## src/rtl/core/dtoi_pkg.sv

```systemverilog
// ----------------------------------------------------------------------------
// dtoi_pkg
// Shared types and codes for the decimal text to int64 converter.
// ----------------------------------------------------------------------------
package dtoi_pkg;

    localparam int CHAR_W   = 8;
    localparam int VALUE_W  = 64;
    localparam int STATUS_W = 3;
    localparam int PHASE_W  = 2;
    localparam int WIDE_W   = VALUE_W + 4;

    localparam logic [CHAR_W-1:0] CH_MINUS = 8'h2D;
    localparam logic [CHAR_W-1:0] CH_PLUS  = 8'h2B;
    localparam logic [CHAR_W-1:0] CH_ZERO  = 8'h30;
    localparam logic [CHAR_W-1:0] CH_NINE  = 8'h39;

    localparam logic [PHASE_W-1:0] PH_FIRST  = 2'd0;
    localparam logic [PHASE_W-1:0] PH_MINUS  = 2'd1;
    localparam logic [PHASE_W-1:0] PH_ZERO   = 2'd2;
    localparam logic [PHASE_W-1:0] PH_DIGITS = 2'd3;

    localparam logic [STATUS_W-1:0] ST_OK       = 3'd0;
    localparam logic [STATUS_W-1:0] ST_EMPTY    = 3'd1;
    localparam logic [STATUS_W-1:0] ST_INVALID  = 3'd2;
    localparam logic [STATUS_W-1:0] ST_ZERO     = 3'd3;
    localparam logic [STATUS_W-1:0] ST_OVERFLOW = 3'd4;

    localparam logic [WIDE_W-1:0] MAG_MAX_POS = {4'h0, 64'h7FFF_FFFF_FFFF_FFFF};
    localparam logic [WIDE_W-1:0] MAG_MAX_NEG = {4'h0, 64'h8000_0000_0000_0000};

    typedef struct packed {
        logic [CHAR_W-1:0] character;
        logic              last;
        logic              empty_word;
    } t_item;

    typedef struct packed {
        logic signed [VALUE_W-1:0] value;
        logic [STATUS_W-1:0]       status;
    } t_result;

endpackage

```

## src/rtl/core/dtoi_in_reg.sv

```systemverilog
// ----------------------------------------------------------------------------
// dtoi_in_reg
// Input register: holds one character transfer until the parser takes it.
// ----------------------------------------------------------------------------
module dtoi_in_reg (
    input  logic             i_clk,
    input  logic             i_rst_n,
    input  logic             i_valid,
    output logic             o_stall,
    input  dtoi_pkg::t_item  i_item,
    input  logic             i_go,
    output logic             o_valid,
    output dtoi_pkg::t_item  o_item
);

    logic            r_valid;
    logic            n_valid;
    dtoi_pkg::t_item r_item;
    logic            w_take;

    assign o_stall = r_valid && !i_go;
    assign w_take  = i_valid && !o_stall;

    always_comb begin
        n_valid = r_valid;
        if (w_take) begin
            n_valid = 1'b1;
        end else if (i_go) begin
            n_valid = 1'b0;
        end
    end

    always_ff @(posedge i_clk) begin
        if (!i_rst_n) begin
            r_valid <= 1'b0;
        end else begin
            r_valid <= n_valid;
        end
    end

    always_ff @(posedge i_clk) begin
        if (w_take) begin
            r_item <= i_item;
        end
    end

    assign o_valid = r_valid;
    assign o_item  = r_item;

endmodule

```

## src/rtl/core/dtoi_parse.sv

```systemverilog
// ----------------------------------------------------------------------------
// dtoi_parse
// Word state and one-character step: sign, leading zero, multiply-add by ten
// with limit check, sticky first error, result on a last or empty-word transfer.
// ----------------------------------------------------------------------------
module dtoi_parse (
    input  logic              i_clk,
    input  logic              i_rst_n,
    input  logic              i_valid,
    input  dtoi_pkg::t_item   i_item,
    input  logic              i_out_free,
    output logic              o_go,
    output logic              o_load,
    output dtoi_pkg::t_result o_result
);

    logic [dtoi_pkg::VALUE_W-1:0]  r_mag;
    logic                          r_neg;
    logic [dtoi_pkg::PHASE_W-1:0]  r_phase;
    logic [dtoi_pkg::STATUS_W-1:0] r_err;

    logic [dtoi_pkg::VALUE_W-1:0]  n_mag;
    logic                          n_neg;
    logic [dtoi_pkg::PHASE_W-1:0]  n_phase;
    logic [dtoi_pkg::STATUS_W-1:0] n_err;

    logic [dtoi_pkg::VALUE_W-1:0]  s_mag;
    logic                          s_neg;
    logic [dtoi_pkg::PHASE_W-1:0]  s_phase;
    logic [dtoi_pkg::STATUS_W-1:0] s_err;

    logic                          w_res;
    logic                          w_is_digit;
    logic [dtoi_pkg::CHAR_W-1:0]   w_c;
    logic [3:0]                    w_d;
    logic [dtoi_pkg::WIDE_W-1:0]   w_base;
    logic [dtoi_pkg::WIDE_W-1:0]   w_prod;
    logic [dtoi_pkg::WIDE_W-1:0]   w_limit;
    logic                          w_over;
    logic                          w_first_digit;

    assign w_c        = i_item.character;
    assign w_res      = i_item.last || i_item.empty_word;
    assign o_go       = i_valid && (!w_res || i_out_free);
    assign o_load     = o_go && w_res;
    assign w_is_digit = (w_c >= dtoi_pkg::CH_ZERO) && (w_c <= dtoi_pkg::CH_NINE);
    assign w_d        = 4'(w_c - dtoi_pkg::CH_ZERO);

    assign w_first_digit = (r_phase == dtoi_pkg::PH_FIRST) || (r_phase == dtoi_pkg::PH_MINUS);
    assign w_base  = w_first_digit ? '0 : {4'h0, r_mag};
    assign w_prod  = (w_base << 3) + (w_base << 1) + {{(dtoi_pkg::WIDE_W-4){1'b0}}, w_d};
    assign w_limit = r_neg ? dtoi_pkg::MAG_MAX_NEG : dtoi_pkg::MAG_MAX_POS;
    assign w_over  = w_prod > w_limit;

    always_comb begin
        s_mag   = r_mag;
        s_neg   = r_neg;
        s_phase = r_phase;
        s_err   = r_err;
        if (i_item.empty_word) begin
            if (r_phase == dtoi_pkg::PH_FIRST && r_err == dtoi_pkg::ST_OK) begin
                s_err = dtoi_pkg::ST_EMPTY;
            end
        end else if (r_err == dtoi_pkg::ST_OK) begin
            case (r_phase)
                dtoi_pkg::PH_FIRST, dtoi_pkg::PH_MINUS: begin
                    if (r_phase == dtoi_pkg::PH_FIRST && w_c == dtoi_pkg::CH_MINUS) begin
                        s_neg   = 1'b1;
                        s_phase = dtoi_pkg::PH_MINUS;
                    end else if (r_phase == dtoi_pkg::PH_FIRST && w_c == dtoi_pkg::CH_PLUS) begin
                        s_err = dtoi_pkg::ST_INVALID;
                    end else if (w_c == dtoi_pkg::CH_ZERO) begin
                        s_phase = dtoi_pkg::PH_ZERO;
                    end else begin
                        s_phase = dtoi_pkg::PH_DIGITS;
                        if (!w_is_digit) begin
                            s_err = dtoi_pkg::ST_INVALID;
                        end else if (w_over) begin
                            s_err = dtoi_pkg::ST_OVERFLOW;
                        end else begin
                            s_mag = w_prod[dtoi_pkg::VALUE_W-1:0];
                        end
                    end
                end
                dtoi_pkg::PH_ZERO: begin
                    s_err = dtoi_pkg::ST_ZERO;
                end
                default: begin
                    if (!w_is_digit) begin
                        s_err = dtoi_pkg::ST_INVALID;
                    end else if (w_over) begin
                        s_err = dtoi_pkg::ST_OVERFLOW;
                    end else begin
                        s_mag = w_prod[dtoi_pkg::VALUE_W-1:0];
                    end
                end
            endcase
        end
    end

    always_comb begin
        o_result.value = '0;
        if (s_err != dtoi_pkg::ST_OK) begin
            o_result.status = s_err;
        end else if (s_phase == dtoi_pkg::PH_MINUS) begin
            o_result.status = dtoi_pkg::ST_INVALID;
        end else if (s_phase == dtoi_pkg::PH_FIRST) begin
            o_result.status = dtoi_pkg::ST_EMPTY;
        end else begin
            o_result.status = dtoi_pkg::ST_OK;
            o_result.value  = s_neg ? -s_mag : s_mag;
        end
    end

    always_comb begin
        n_mag   = r_mag;
        n_neg   = r_neg;
        n_phase = r_phase;
        n_err   = r_err;
        if (o_go) begin
            if (w_res) begin
                n_mag   = '0;
                n_neg   = 1'b0;
                n_phase = dtoi_pkg::PH_FIRST;
                n_err   = dtoi_pkg::ST_OK;
            end else begin
                n_mag   = s_mag;
                n_neg   = s_neg;
                n_phase = s_phase;
                n_err   = s_err;
            end
        end
    end

    always_ff @(posedge i_clk) begin
        if (!i_rst_n) begin
            r_mag   <= '0;
            r_neg   <= 1'b0;
            r_phase <= dtoi_pkg::PH_FIRST;
            r_err   <= dtoi_pkg::ST_OK;
        end else begin
            r_mag   <= n_mag;
            r_neg   <= n_neg;
            r_phase <= n_phase;
            r_err   <= n_err;
        end
    end

endmodule

```

## src/rtl/core/dtoi_out_reg.sv

```systemverilog
// ----------------------------------------------------------------------------
// dtoi_out_reg
// Result register: holds one result until the downstream transfer completes.
// ----------------------------------------------------------------------------
module dtoi_out_reg (
    input  logic              i_clk,
    input  logic              i_rst_n,
    input  logic              i_load,
    input  dtoi_pkg::t_result i_result,
    output logic              o_free,
    output logic              o_valid,
    input  logic              i_stall,
    output dtoi_pkg::t_result o_result
);

    logic              r_valid;
    logic              n_valid;
    dtoi_pkg::t_result r_result;

    assign o_free = !r_valid || !i_stall;

    always_comb begin
        n_valid = r_valid;
        if (i_load) begin
            n_valid = 1'b1;
        end else if (!i_stall) begin
            n_valid = 1'b0;
        end
    end

    always_ff @(posedge i_clk) begin
        if (!i_rst_n) begin
            r_valid <= 1'b0;
        end else begin
            r_valid <= n_valid;
        end
    end

    always_ff @(posedge i_clk) begin
        if (i_load) begin
            r_result <= i_result;
        end
    end

    assign o_valid  = r_valid;
    assign o_result = r_result;

endmodule

```

## src/rtl/core/decimal_text_to_int64_unit.sv

```systemverilog
// ----------------------------------------------------------------------------
// decimal_text_to_int64_unit
// Streaming decimal text to signed 64-bit converter.
// ----------------------------------------------------------------------------
// One character transfer is taken every clock cycle while o_stall is low. Each
// character sits in the input register while the parser applies the
// sign, leading-zero and digit rules and a multiply-by-ten add with a limit
// compare to the word state; the transfer marked last (or empty word) loads
// the result register as the parser takes it, so a result passes through the
// input register and then the result register before it is offered downstream.
// A held result stalls the input only once both registers are full. The rate is
// set by the combinational update of the 64-bit magnitude for each character.
// ----------------------------------------------------------------------------
module decimal_text_to_int64_unit (
    input  logic                                  i_clk,
    input  logic                                  i_rst_n,
    input  logic                                  i_valid,
    output logic                                  o_stall,
    input  logic [dtoi_pkg::CHAR_W-1:0]           i_character,
    input  logic                                  i_last,
    input  logic                                  i_empty_word,
    output logic                                  o_valid,
    input  logic                                  i_stall,
    output logic signed [dtoi_pkg::VALUE_W-1:0]   o_value,
    output logic [dtoi_pkg::STATUS_W-1:0]         o_status
);

    dtoi_pkg::t_item   w_in_item;
    dtoi_pkg::t_item   w_a_item;
    dtoi_pkg::t_result w_res;
    dtoi_pkg::t_result w_out;
    logic              w_a_valid;
    logic              w_go;
    logic              w_load;
    logic              w_free;

    assign w_in_item.character  = i_character;
    assign w_in_item.last       = i_last;
    assign w_in_item.empty_word = i_empty_word;

    dtoi_in_reg u_in_reg (
        .i_clk   (i_clk),
        .i_rst_n (i_rst_n),
        .i_valid (i_valid),
        .o_stall (o_stall),
        .i_item  (w_in_item),
        .i_go    (w_go),
        .o_valid (w_a_valid),
        .o_item  (w_a_item)
    );

    dtoi_parse u_parse (
        .i_clk      (i_clk),
        .i_rst_n    (i_rst_n),
        .i_valid    (w_a_valid),
        .i_item     (w_a_item),
        .i_out_free (w_free),
        .o_go       (w_go),
        .o_load     (w_load),
        .o_result   (w_res)
    );

    dtoi_out_reg u_out_reg (
        .i_clk    (i_clk),
        .i_rst_n  (i_rst_n),
        .i_load   (w_load),
        .i_result (w_res),
        .o_free   (w_free),
        .o_valid  (o_valid),
        .i_stall  (i_stall),
        .o_result (w_out)
    );

    assign o_value  = w_out.value;
    assign o_status = w_out.status;

endmodule
```

## config.mk

```make
export PLATFORM = sky130hd
export DESIGN_NAME = decimal_text_to_int64_unit
export DESIGN_NICKNAME = d
export VERILOG_FILES = /design/src/rtl/core/dtoi_pkg.sv /design/src/rtl/core/dtoi_in_reg.sv /design/src/rtl/core/dtoi_parse.sv /design/src/rtl/core/dtoi_out_reg.sv /design/src/rtl/core/decimal_text_to_int64_unit.sv
export SDC_FILE = /design/constraint.sdc
export NUM_CORES = 1
export LEC_CHECK = 0
export ABC_AREA = 0
export BUFFER_PORTS_ARGS = -buffer_cell sky130_fd_sc_hd__buf_2
export CAP_MARGIN = 20
export CORE_MARGIN = 1.5
export CORE_UTILIZATION = 40
export CTS_CLUSTER_SIZE = 14
export DETAILED_ROUTE_END_ITERATION = 16
export PLACE_DENSITY_LB_ADDON = 0.15
export SLEW_MARGIN = 20
export SYNTH_ARGS = -nofsm -noshare
export SYNTH_HDL_FRONTEND = slang
export SYNTH_SLANG_ARGS = --single-unit
```

## constraint.sdc

```tcl
create_clock -name i_clk -period 8.7 [get_ports i_clk]
set_input_delay 0.435 -clock i_clk [delete_from_list [all_inputs] [get_ports i_clk]]
set_output_delay 0.435 -clock i_clk [all_outputs]
set_load 0.02 [all_outputs]
```

==> results of run 1 <==
-- worst max path at each step --
| stage | to | depth (start not counted) |
|---|---|---|
| finish | u_out_reg.o_result[46]$_SDFFCE_PP0P_ | 32 |
| global route | u_out_reg.o_result[60]$_SDFFCE_PP0P_ | 33 |
| CTS | u_out_reg.o_result[46]$_SDFFCE_PP0P_ | 29 |
| detailed placement | u_out_reg.o_result[46]$_SDFFCE_PP0P_ | 29 |
| global placement | u_out_reg.o_result[60]$_SDFFCE_PP0P_ | 29 |
| floorplan | u_out_reg.o_result[61]$_SDFFCE_PP0P_ | 38 |
-- cell usage after synthesis (all sizes together) (5+ instances only) --
| master | n |
|---|---|
| or2 | 10 |
| o21ai | 149 |
| a221oi | 5 |
| nor2b | 28 |
| mux2i | 31 |
| a21oi | 173 |
| and4 | 6 |
| clkbuf | 71 |
| buf | 25 |
| dfxtp | 72 |
| nor3 | 40 |
| xor2 | 55 |
| o21a | 12 |
| a22oi | 27 |
| and3 | 18 |
| ha | 192 |
| a211o | 5 |
| nand2b | 14 |
| nor3b | 6 |
| or3 | 10 |
| a211oi | 19 |
| o221ai | 5 |
| inv | 37 |
| nand3 | 44 |
| o211ai | 10 |
| a31oi | 34 |
| a21o | 27 |
| o31ai | 9 |
| edfxtp | 77 |
| nand2 | 177 |
| or4 | 5 |
| xnor2 | 58 |
| a21boi | 10 |
| nand4 | 52 |
| mux2 | 10 |
| nor2 | 185 |
| o21bai | 13 |
| and2 | 122 |
| nor4 | 25 |
-- layout make-up --
class / count / area [um2] / share of cell area (%)
antenna: 1 / 2.50 / 0.0144
clock inverter: 10 / 85.1 / 0.490
timing repair buffer: 152 / 940 / 5.41
inverter: 37 / 139 / 0.800
multi-input combinational: 1639 / 11300 / 64.9
clock buffer: 22 / 529 / 3.05
sequential: 149 / 3760 / 21.6
tap: 511 / 639 / 3.68
-- metal layers --
layer | track usage, % | part of all wire, %
met2 | 47.6 | 48
met5 | 0 | 0.042
met4 | 13.8 | 4.4
met1 | 34.5 | 43
met3 | 3.07 | 4.6
-- stage by stage --
step           setup TNS (ns)  worst slack, ns  hold WS (ns)  total power (uW)
2_1_floorplan               0            0.339         0.449               839
3_3_place_gp                0           0.0674         0.469               879
3_5_place_dp                0           0.0870         0.471               880
4_1_cts                     0           0.0132         0.134              1650
5_1_grt                -0.774          -0.0704         0.150              1690
6_report                    0            0.350         0.153              1640
-- kinds of logic after synthesis --
group,Yosys count
AO/OA/AOI/OAI,532
XOR/XNOR,113
adder cells (fa/ha/maj),194
buffers and inverters,133
flip-flops,149
multiplexers,41
AND/OR/NAND/NOR,759
-- power by group --
group | switching [uW] | internal [uW] | leakage (uW) | total (uW)
combinational | 80.2 | 29.6 | 0.00585 | 110
sequential | 6.62 | 751 | 0.00132 | 758
clock | 314 | 461 | 0.000308 | 775
-- worst register-to-register path, delay by kind of cell, from the launching register on --
kind | cells | cell delay [ns]
buffers and inverters | 5 | 0.91
adder cells (fa/ha/maj) | 4 | 1.10
multiplexers | 1 | 0.38
XOR/XNOR | 1 | 0.22
AND/OR/NAND/NOR | 9 | 1.76
flip-flops | 1 | 0.33
AO/OA/AOI/OAI | 12 | 3.39
-- what timing repair did --
action | in CTS | in global routing
endpoints found under the hold margin | 0 | 0
endpoints found under the setup margin | 0 | 52
setup buffers | 0 | 9
gates resized for setup | 0 | 30
-- sequential cells by signal, summed over array words and instances (netlist names) --
signal / cells
u_out_reg.o_valid: 1
u_parse.r_phase: 2
u_parse.r_err: 3
u_parse.r_mag: 64
u_out_reg.o_result: 67
u_in_reg.o_valid: 1
u_parse.r_neg: 1
u_in_reg.o_item: 10
==> impl_metrics.env, run 1 <==
export IMPL_status="complete, no violations"
export IMPL_cts_tree="built"
export IMPL_min_from="i_character[5]"
export IMPL_syn_area_mm2=0.0154
export IMPL_final_common_cell="ha_1"
export IMPL_drv_cap=0
export IMPL_path_delay_family="compound AO/OA/AOI/OAI gates"
export IMPL_drt_iter0_drc=965
export IMPL_synth_area_top_cells="ha_1 16%, edfxtp_1 15%, dfxtp_1 9.4%"
export IMPL_tightest_slew_ns=1.09
export IMPL_skew_ns=0.0142
export IMPL_crit_buf_inv=5
export IMPL_placed_area_mm2=0.0165
export IMPL_vias_per_cell=5.90
export IMPL_avgSynthCellArea_um2=8.01
export IMPL_max_freq_mhz=120
export IMPL_clock_tree_buffer_depth=2
export IMPL_crit_start="u_parse.r_phase[1]$_SDFFE_PN0P_"
export IMPL_r2r_start="u_parse.r_phase[1]$_SDFFE_PN0P_"
export IMPL_relSlewSlack_pct=26.6
export IMPL_drt_pass1_iter_count=5
export IMPL_hpwl_um=43100
export IMPL_hold_path_class="in -> reg"
export IMPL_cts_sinks=149
export IMPL_clkLatencyLatePin_ns=0.45
export IMPL_synth_edf_count=77
export IMPL_synth_adder_area_share_pct=15.9
export IMPL_r2r_worst_path_cells=32
export IMPL_powerDensity_mw_per_mm2=94.6
export IMPL_dp_cells=2479
export IMPL_leakagePower_uw=0.00748
export IMPL_syn_num_nets=2129
export IMPL_ant_nets=0
export IMPL_yosys_warnings=0
export IMPL_maxSlewViolCount=0
export IMPL_rows=71
export IMPL_critPathArrivalTime_ns=8.54
export IMPL_yosysUniqueCellTypes=88
export IMPL_track_usage_pct=27.8
export IMPL_ys_async_sr_fraction_pct=0
export IMPL_cts_root_buffer_cell="clkbuf_16"
export IMPL_fin_area_mm2=0.0174
export IMPL_synth_xor_area_share_pct=6.43
export IMPL_ios=83
export IMPL_final_core_util_pct=46.0
export IMPL_muxShareOfSynthArea_pct=2.80
export IMPL_n_fill_cell=3775
export IMPL_overflow=0
export IMPL_die_h_um=199
export IMPL_cp_common_cell="buf_4"
export IMPL_finalNetCount=2204
export IMPL_min_period_over_period_pct=96.0
export IMPL_cp_data_required_time_ns=8.89
export IMPL_yosysSeqAreaShare_pct=24.4
export IMPL_timing_rr_end="u_out_reg.o_result[46]$_SDFFCE_PP0P_"
export IMPL_hold_viol_final=0
export IMPL_min_to="u_in_reg.o_item[7]$_DFFE_PP_"
export IMPL_cts_buffers=17
export IMPL_die_x_um=199
export IMPL_slowest_stage="o41a_1"
export IMPL_routedWlPerCell_um=21.6
export IMPL_syn_instance_count=1921
export IMPL_grt_pass1_vias=14500
export IMPL_grt_pass1_wl_um=83500
export IMPL_vias=14900
export IMPL_grt_max_degree=71
export IMPL_core_area_mm2=0.0378
export IMPL_yosysTopAreaCell="ha_1"
export IMPL_finalSetupViolations=0
export IMPL_cp_end_kind="register"
export IMPL_rrSetupSlack_ns=0.35
export IMPL_crit_type="reg -> reg"
export IMPL_cts_max_level=4
export IMPL_finalCriticalPeriod_ns=8.35
export IMPL_drive_gt1_share_pct=12.9
export IMPL_port_buffers=82
export IMPL_start_util_pct=40.8
export IMPL_globalplace_congestion=0.948
export IMPL_synthFlopType="edfxtp_1"
export IMPL_layout_common_cells="192 x ha_1, 183 x nor2_1, 177 x nand2_1, 169 x a21oi_1, 143 x o21ai_0"
export IMPL_area_growth_pct=12.9
export IMPL_synth_top_area_share_pct=15.6
export IMPL_synth_compound_area_share_pct=21.5
export IMPL_max_stage_delay_ns=0.56
export IMPL_synth_top_family_by_area="simple AND/OR/NAND/NOR gates"
export IMPL_startpoint_type="register"
export IMPL_stdcell_count=2521
export IMPL_drc=0
export IMPL_grt_antenna_before_repair=2
export IMPL_yosys_register_bits=149
export IMPL_cp_max_fo=36
export IMPL_path_clk_slew_ns=0.07
export IMPL_totalWireLength_um=54400
export IMPL_ir_drop_mv=0.136
export IMPL_synth_simple_area_share_pct=25.4
export IMPL_design_die_area_mm2=0.0397
export IMPL_hold_buffers=0
export IMPL_min_path_cells=1
(Power assumes the default switching activity.)
==> run 2, diff against run 1 <==
BUFFER_PORTS_ARGS = -buffer_cell sky130_fd_sc_hd__clkbuf_2   (was -buffer_cell sky130_fd_sc_hd__buf_2)
clock period = 8.1 ns   (was 8.7 ns; I/O delays follow)
==> impl_metrics.env, run 2 (same netlist as run 1, synthesis figures left out) <==
export IMPL_r2r_worst_path_cells=37
export IMPL_timing_rr_end="u_out_reg.o_result[55]$_SDFFCE_PP0P_"
export IMPL_max_stage_delay_ns=0.44
export IMPL_core_area_mm2=0.0378
export IMPL_hpwl_um=44100
export IMPL_cts_sinks=149
export IMPL_globalplace_congestion=0.954
export IMPL_hold_path_class="in -> reg"
export IMPL_routedWlPerCell_um=21.4
export IMPL_finalNetCount=2302
export IMPL_largest_reg_flops=67
export IMPL_layout_common_cells="188 x ha_1, 182 x nor2_1, 176 x nand2_1, 162 x a21oi_1, 160 x buf_4"
export IMPL_port_buffers=82
export IMPL_final_setup_worst_slack_ns=0.303
export IMPL_diodes=0
export IMPL_maxSlewViolCount=0
export IMPL_pwr_share_comb_pct=7.1
export IMPL_drive_gt1_share_pct=17.9
export IMPL_cts_tree="built"
export IMPL_critPathArrivalTime_ns=7.98
export IMPL_ios=83
export IMPL_grt_antenna_before_repair=0
export IMPL_min_period_over_period_pct=96.3
export IMPL_leakagePower_uw=0.00805
export IMPL_pwr_share_clk_pct=46.7
export IMPL_r2r_start="u_parse.r_phase[1]$_SDFFE_PN0P_"
export IMPL_placed_area_mm2=0.0173
export IMPL_relSlewSlack_pct=32.3
export IMPL_ir_drop_mv=0.140
export IMPL_tightest_slew_ns=1.01
export IMPL_power_switching_uw=435
export IMPL_track_usage_pct=28.5
export IMPL_min_path_cells=1
export IMPL_hold_buffers=0
export IMPL_overflow=0
export IMPL_cts_max_level=4
export IMPL_pre_cts_slack_ns=-0.203
export IMPL_rows=71
export IMPL_max_freq_mhz=128
export IMPL_path_clk_slew_ns=0.07
export IMPL_totalWireLength_um=56100
export IMPL_fin_area_mm2=0.0183
export IMPL_cts_buffers=17
export IMPL_design_die_area_mm2=0.0397
export IMPL_grt_pass1_wl_um=86200
export IMPL_vias_per_cell=5.82
export IMPL_min_from="i_character[0]"
export IMPL_cp_data_required_time_ns=8.28
export IMPL_slowest_stage="o41a_1"
export IMPL_start_util_pct=40.8
export IMPL_die_x_um=199
export IMPL_cp_end_kind="register"
export IMPL_area_growth_pct=18.8
export IMPL_drv_cap=0
export IMPL_powerDensity_mw_per_mm2=96.3
export IMPL_grt_max_degree=71
export IMPL_finalSetupViolations=0
export IMPL_n_fill_cell=3689
export IMPL_cell_internal_pwr_uw=1330
export IMPL_startpoint_type="register"
export IMPL_skew_ns=0.0203
export IMPL_clock_tree_buffer_depth=2
export IMPL_swShare_pct=24.7
export IMPL_final_common_cell="ha_1"
export IMPL_grt_pass1_vias=15000
export IMPL_hold_ws_ns=0.138
export IMPL_hold_viol_final=0
export IMPL_drt_iter0_drc=1204
export IMPL_ant_nets=0
export IMPL_cp_max_fo=18
export IMPL_clkLatencyLatePin_ns=0.44
export IMPL_status="complete, no violations"
export IMPL_cts_root_buffer_cell="clkbuf_16"
export IMPL_pwr_share_seq_pct=46.2
export IMPL_vias=15200
export IMPL_crit_type="reg -> reg"
export IMPL_drc=0
export IMPL_cp_common_cell="ha_1"
export IMPL_rrSetupSlack_ns=0.30
export IMPL_finalCriticalPeriod_ns=7.80
export IMPL_die_h_um=199
export IMPL_drt_pass1_iter_count=5
export IMPL_min_to="u_in_reg.o_item[2]$_DFFE_PP_"
[run 2: layer usage]
layer	wire [um]	vias to the layer above	share of wire [%]	track usage, %
met3	2380	114	4.2	3.38
met5	0	-	0	0
met2	27100	474	48	49.5
met1	24000	7252	43	35.1
met4	2560	0	4.6	13.2
li1	-	7396	-	-
[run 2: worst max path at each step]
stage                                               start  depth (start not counted)                                   end
after floorplan           u_parse.r_phase[1]$_SDFFE_PN0P_                         38  u_out_reg.o_result[61]$_SDFFCE_PP0P_
after global placement       u_in_reg.o_item[5]$_DFFE_PP_                         29  u_out_reg.o_result[59]$_SDFFCE_PP0P_
after detailed placement     u_in_reg.o_item[5]$_DFFE_PP_                         29  u_out_reg.o_result[60]$_SDFFCE_PP0P_
after CTS                 u_parse.r_phase[1]$_SDFFE_PN0P_                         34  u_out_reg.o_result[27]$_SDFFCE_PP0P_
after global routing      u_parse.r_phase[1]$_SDFFE_PN0P_                         37  u_out_reg.o_result[29]$_SDFFCE_PP0P_
final                     u_parse.r_phase[1]$_SDFFE_PN0P_                         37  u_out_reg.o_result[55]$_SDFFCE_PP0P_
[run 2: power groups by stage]
stage	clock network [uW]	logic [uW]	registers (uW)
6_report	822	125	815
5_1_grt	860	134	816
4_1_cts	830	119	815
3_5_place_dp	0	119	831
3_3_place_gp	0	119	831
2_1_floorplan	0	56.3	845
[run 2: critical path: cells and delay by family (launching register included)]
| family | cells | cell delay, ns |
|---|---|---|
| fa+ha+maj | 5 | 1.37 |
| flops | 1 | 0.34 |
| mux | 2 | 0.54 |
| buf+inv | 4 | 0.56 |
| simple gates | 13 | 2.19 |
| xor+xnor | 2 | 0.28 |
| compound gates | 11 | 2.24 |
[run 2: cell type report]
class	instances	area (um2)	area share, %
clock buffer	23	515	2.82
clock inverter	9	86.3	0.472
inverter	37	139	0.760
multi-input combinational	1639	11400	62.4
sequential	149	3760	20.5
tap	511	639	3.50
timing repair buffer	250	1740	9.53
[run 2: repair_timing]
action	in CTS	in global routing
setup endpoints to repair	31	56
gates cloned	0	1
buffers inserted	0	12
pin swaps	0	18
gates resized for setup	5	62
endpoints found under the hold margin	0	0
[run 2: stage by stage]
| stage | power, uW | std cells | utilization (%) | TNS, ns |
|---|---|---|---|---|
| 6_report | 1760 | 2618 | 48.4 | 0 |
| 5_1_grt | 1810 | 2618 | 48.4 | -0.296 |
| 4_1_cts | 1760 | 2605 | 47.4 | 0 |
| 3_5_place_dp | 950 | 2573 | 45.7 | -1.86 |
| 3_3_place_gp | 949 | 2573 | 45.7 | -0.653 |
| 2_1_floorplan | 901 | 1921 | - | 0 |
==> run 3, diff against run 2 <==
RECOVER_POWER = 100   (was unset)
SLEW_MARGIN = unset   (was 20)
==> impl_metrics.env, run 3 (same netlist as run 1, synthesis figures left out) <==
export IMPL_pwr_share_seq_pct=46.5
export IMPL_slowest_stage="o41a_1"
export IMPL_dp_cells=2573
export IMPL_cts_buffers=17
export IMPL_cp_end_kind="register"
export IMPL_drt_pass1_iter_count=5
export IMPL_pwr_share_comb_pct=6.9
export IMPL_ios=83
export IMPL_hold_ws_ns=0.140
export IMPL_start_util_pct=40.8
export IMPL_startpoint_type="register"
export IMPL_relSlewSlack_pct=-145
export IMPL_vias_per_cell=5.85
export IMPL_grt_pass1_vias=15000
export IMPL_cts_sinks=149
export IMPL_track_usage_pct=28.5
export IMPL_cp_common_cell="ha_1"
export IMPL_maxSlewViolCount=135
export IMPL_cts_max_level=4
export IMPL_drv_cap=2
export IMPL_stdcell_count=2618
export IMPL_hpwl_um=44100
export IMPL_rows=71
export IMPL_seqCellArea_mm2=0.00376
export IMPL_finalNetCount=2302
export IMPL_hold_viol_final=0
export IMPL_finalSetupViolations=0
export IMPL_drive_gt1_share_pct=14.4
export IMPL_crit_buf_inv=4
export IMPL_crit_type="reg -> reg"
export IMPL_leakagePower_uw=0.00782
export IMPL_globalplace_congestion=0.954
export IMPL_area_growth_pct=18.1
export IMPL_totalWireLength_um=56200
export IMPL_critPathArrivalTime_ns=7.97
export IMPL_violations="capacitance limit, slew limit"
export IMPL_min_period_over_period_pct=96.2
export IMPL_drc=0
export IMPL_layout_common_cells="188 x ha_1, 182 x nor2_1, 176 x nand2_1, 162 x a21oi_1, 158 x buf_4"
export IMPL_drt_iter0_drc=1168
export IMPL_max_freq_mhz=128
export IMPL_port_buffers=82
export IMPL_pre_cts_slack_ns=-0.203
export IMPL_path_clk_slew_ns=0.07
export IMPL_swShare_pct=24.6
export IMPL_core_area_mm2=0.0378
export IMPL_design_die_area_mm2=0.0397
export IMPL_grt_antenna_before_repair=0
export IMPL_overflow=0
export IMPL_final_common_cell="ha_1"
export IMPL_clock_tree_buffer_depth=2
export IMPL_cp_max_fo=18
export IMPL_die_x_um=199
export IMPL_grt_pass1_wl_um=86200
export IMPL_grt_max_degree=71
export IMPL_finalCriticalPeriod_ns=7.79
export IMPL_pwr_share_clk_pct=46.6
export IMPL_powerDensity_mw_per_mm2=96.6
export IMPL_status="finished with violations"
export IMPL_cts_root_buffer_cell="clkbuf_16"
export IMPL_skew_ns=0.0176
export IMPL_cts_tree="built"
export IMPL_cp_data_required_time_ns=8.28
export IMPL_clkLatencyLatePin_ns=0.44
export IMPL_routedWlPerCell_um=21.5
export IMPL_ir_drop_mv=0.139
export IMPL_n_fill_cell=3742
export IMPL_die_h_um=199
export IMPL_final_core_util_pct=48.1
export IMPL_multi_input_area_mm2=0.0114
export IMPL_largest_reg_flops=67
export IMPL_power_switching_uw=431
export IMPL_max_stage_delay_ns=0.44
export IMPL_diodes=0
export IMPL_hold_path_class="in -> reg"
export IMPL_final_setup_worst_slack_ns=0.310
export IMPL_path_delay_family="compound AO/OA/AOI/OAI gates"
export IMPL_ant_nets=0
export IMPL_cell_internal_pwr_uw=1320
export IMPL_vias=15300
export IMPL_tightest_slew_ns=3.68
-- run 3: cell types whose count changed in the layout (fill, tap and decap cells not counted) --
cell	change
o21ai_0	+1
and2_1	-1
clkbuf_2	-72
and2_0	+1
buf_4	-2
clkbuf_1	+74
o21ai_4	-1
-- run 3: final timing paths --
check                                  startpoint  slack, ns  cells past startpoint                                   end
setup / recovery  u_parse.r_phase[1]$_SDFFE_PN0P_       0.31                     37  u_out_reg.o_result[55]$_SDFFCE_PP0P_
hold / removal                     i_character[0]       0.14                      1          u_in_reg.o_item[2]$_DFFE_PP_
setup reg to reg  u_parse.r_phase[1]$_SDFFE_PN0P_       0.31                     37  u_out_reg.o_result[55]$_SDFFCE_PP0P_
hold reg to reg    u_parse.r_mag[27]$_SDFFE_PN0P_       0.49                      2        u_parse.r_mag[27]$_SDFFE_PN0P_
-- run 3: cell type report --
| cell class | instances | share of cell area [%] |
|---|---|---|
| well taps | 511 | 3.52 |
| multi-input cells | 1639 | 62.7 |
| clock inverters | 9 | 0.475 |
| flip-flops and latches | 149 | 20.7 |
| clock buffers | 23 | 2.84 |
| inverters | 37 | 0.764 |
| repair buffers | 250 | 9.05 |
-- run 3: per-stage QoR --
step                      instance area (um2)  power, uW  TNS [ns]
final                                   18200       1760         0
after global routing                    18200       1810    -0.295
after detailed placement                17300        950     -1.86
after CTS                               17900       1760         0
after floorplan                         15400        901         0
after global placement                  17300        949    -0.653
-- run 3: routing by layer --
layer | GRT usage, % | share of wire (%)
met1 | 35.1 | 43
met2 | 49.5 | 48
met3 | 3.38 | 4.5
met4 | 13.2 | 4.5
met5 | 0 | 0
-- run 3: power by group through the flow --
stage | Combinational [uW] | Sequential (uW) | Clock [uW]
2_1_floorplan | 56.3 | 845 | 0
3_3_place_gp | 119 | 831 | 0
3_5_place_dp | 119 | 831 | 0
4_1_cts | 119 | 815 | 830
5_1_grt | 130 | 817 | 860
6_report | 121 | 816 | 818
-- run 3: what timing repair did --
item / in CTS / in global routing
gates cloned: 0 / 1
hold buffers: 0 / 0
pin swaps: 0 / 18
setup buffers: 0 / 12
endpoints found under the setup margin: 31 / 56
gates resized for setup: 5 / 62
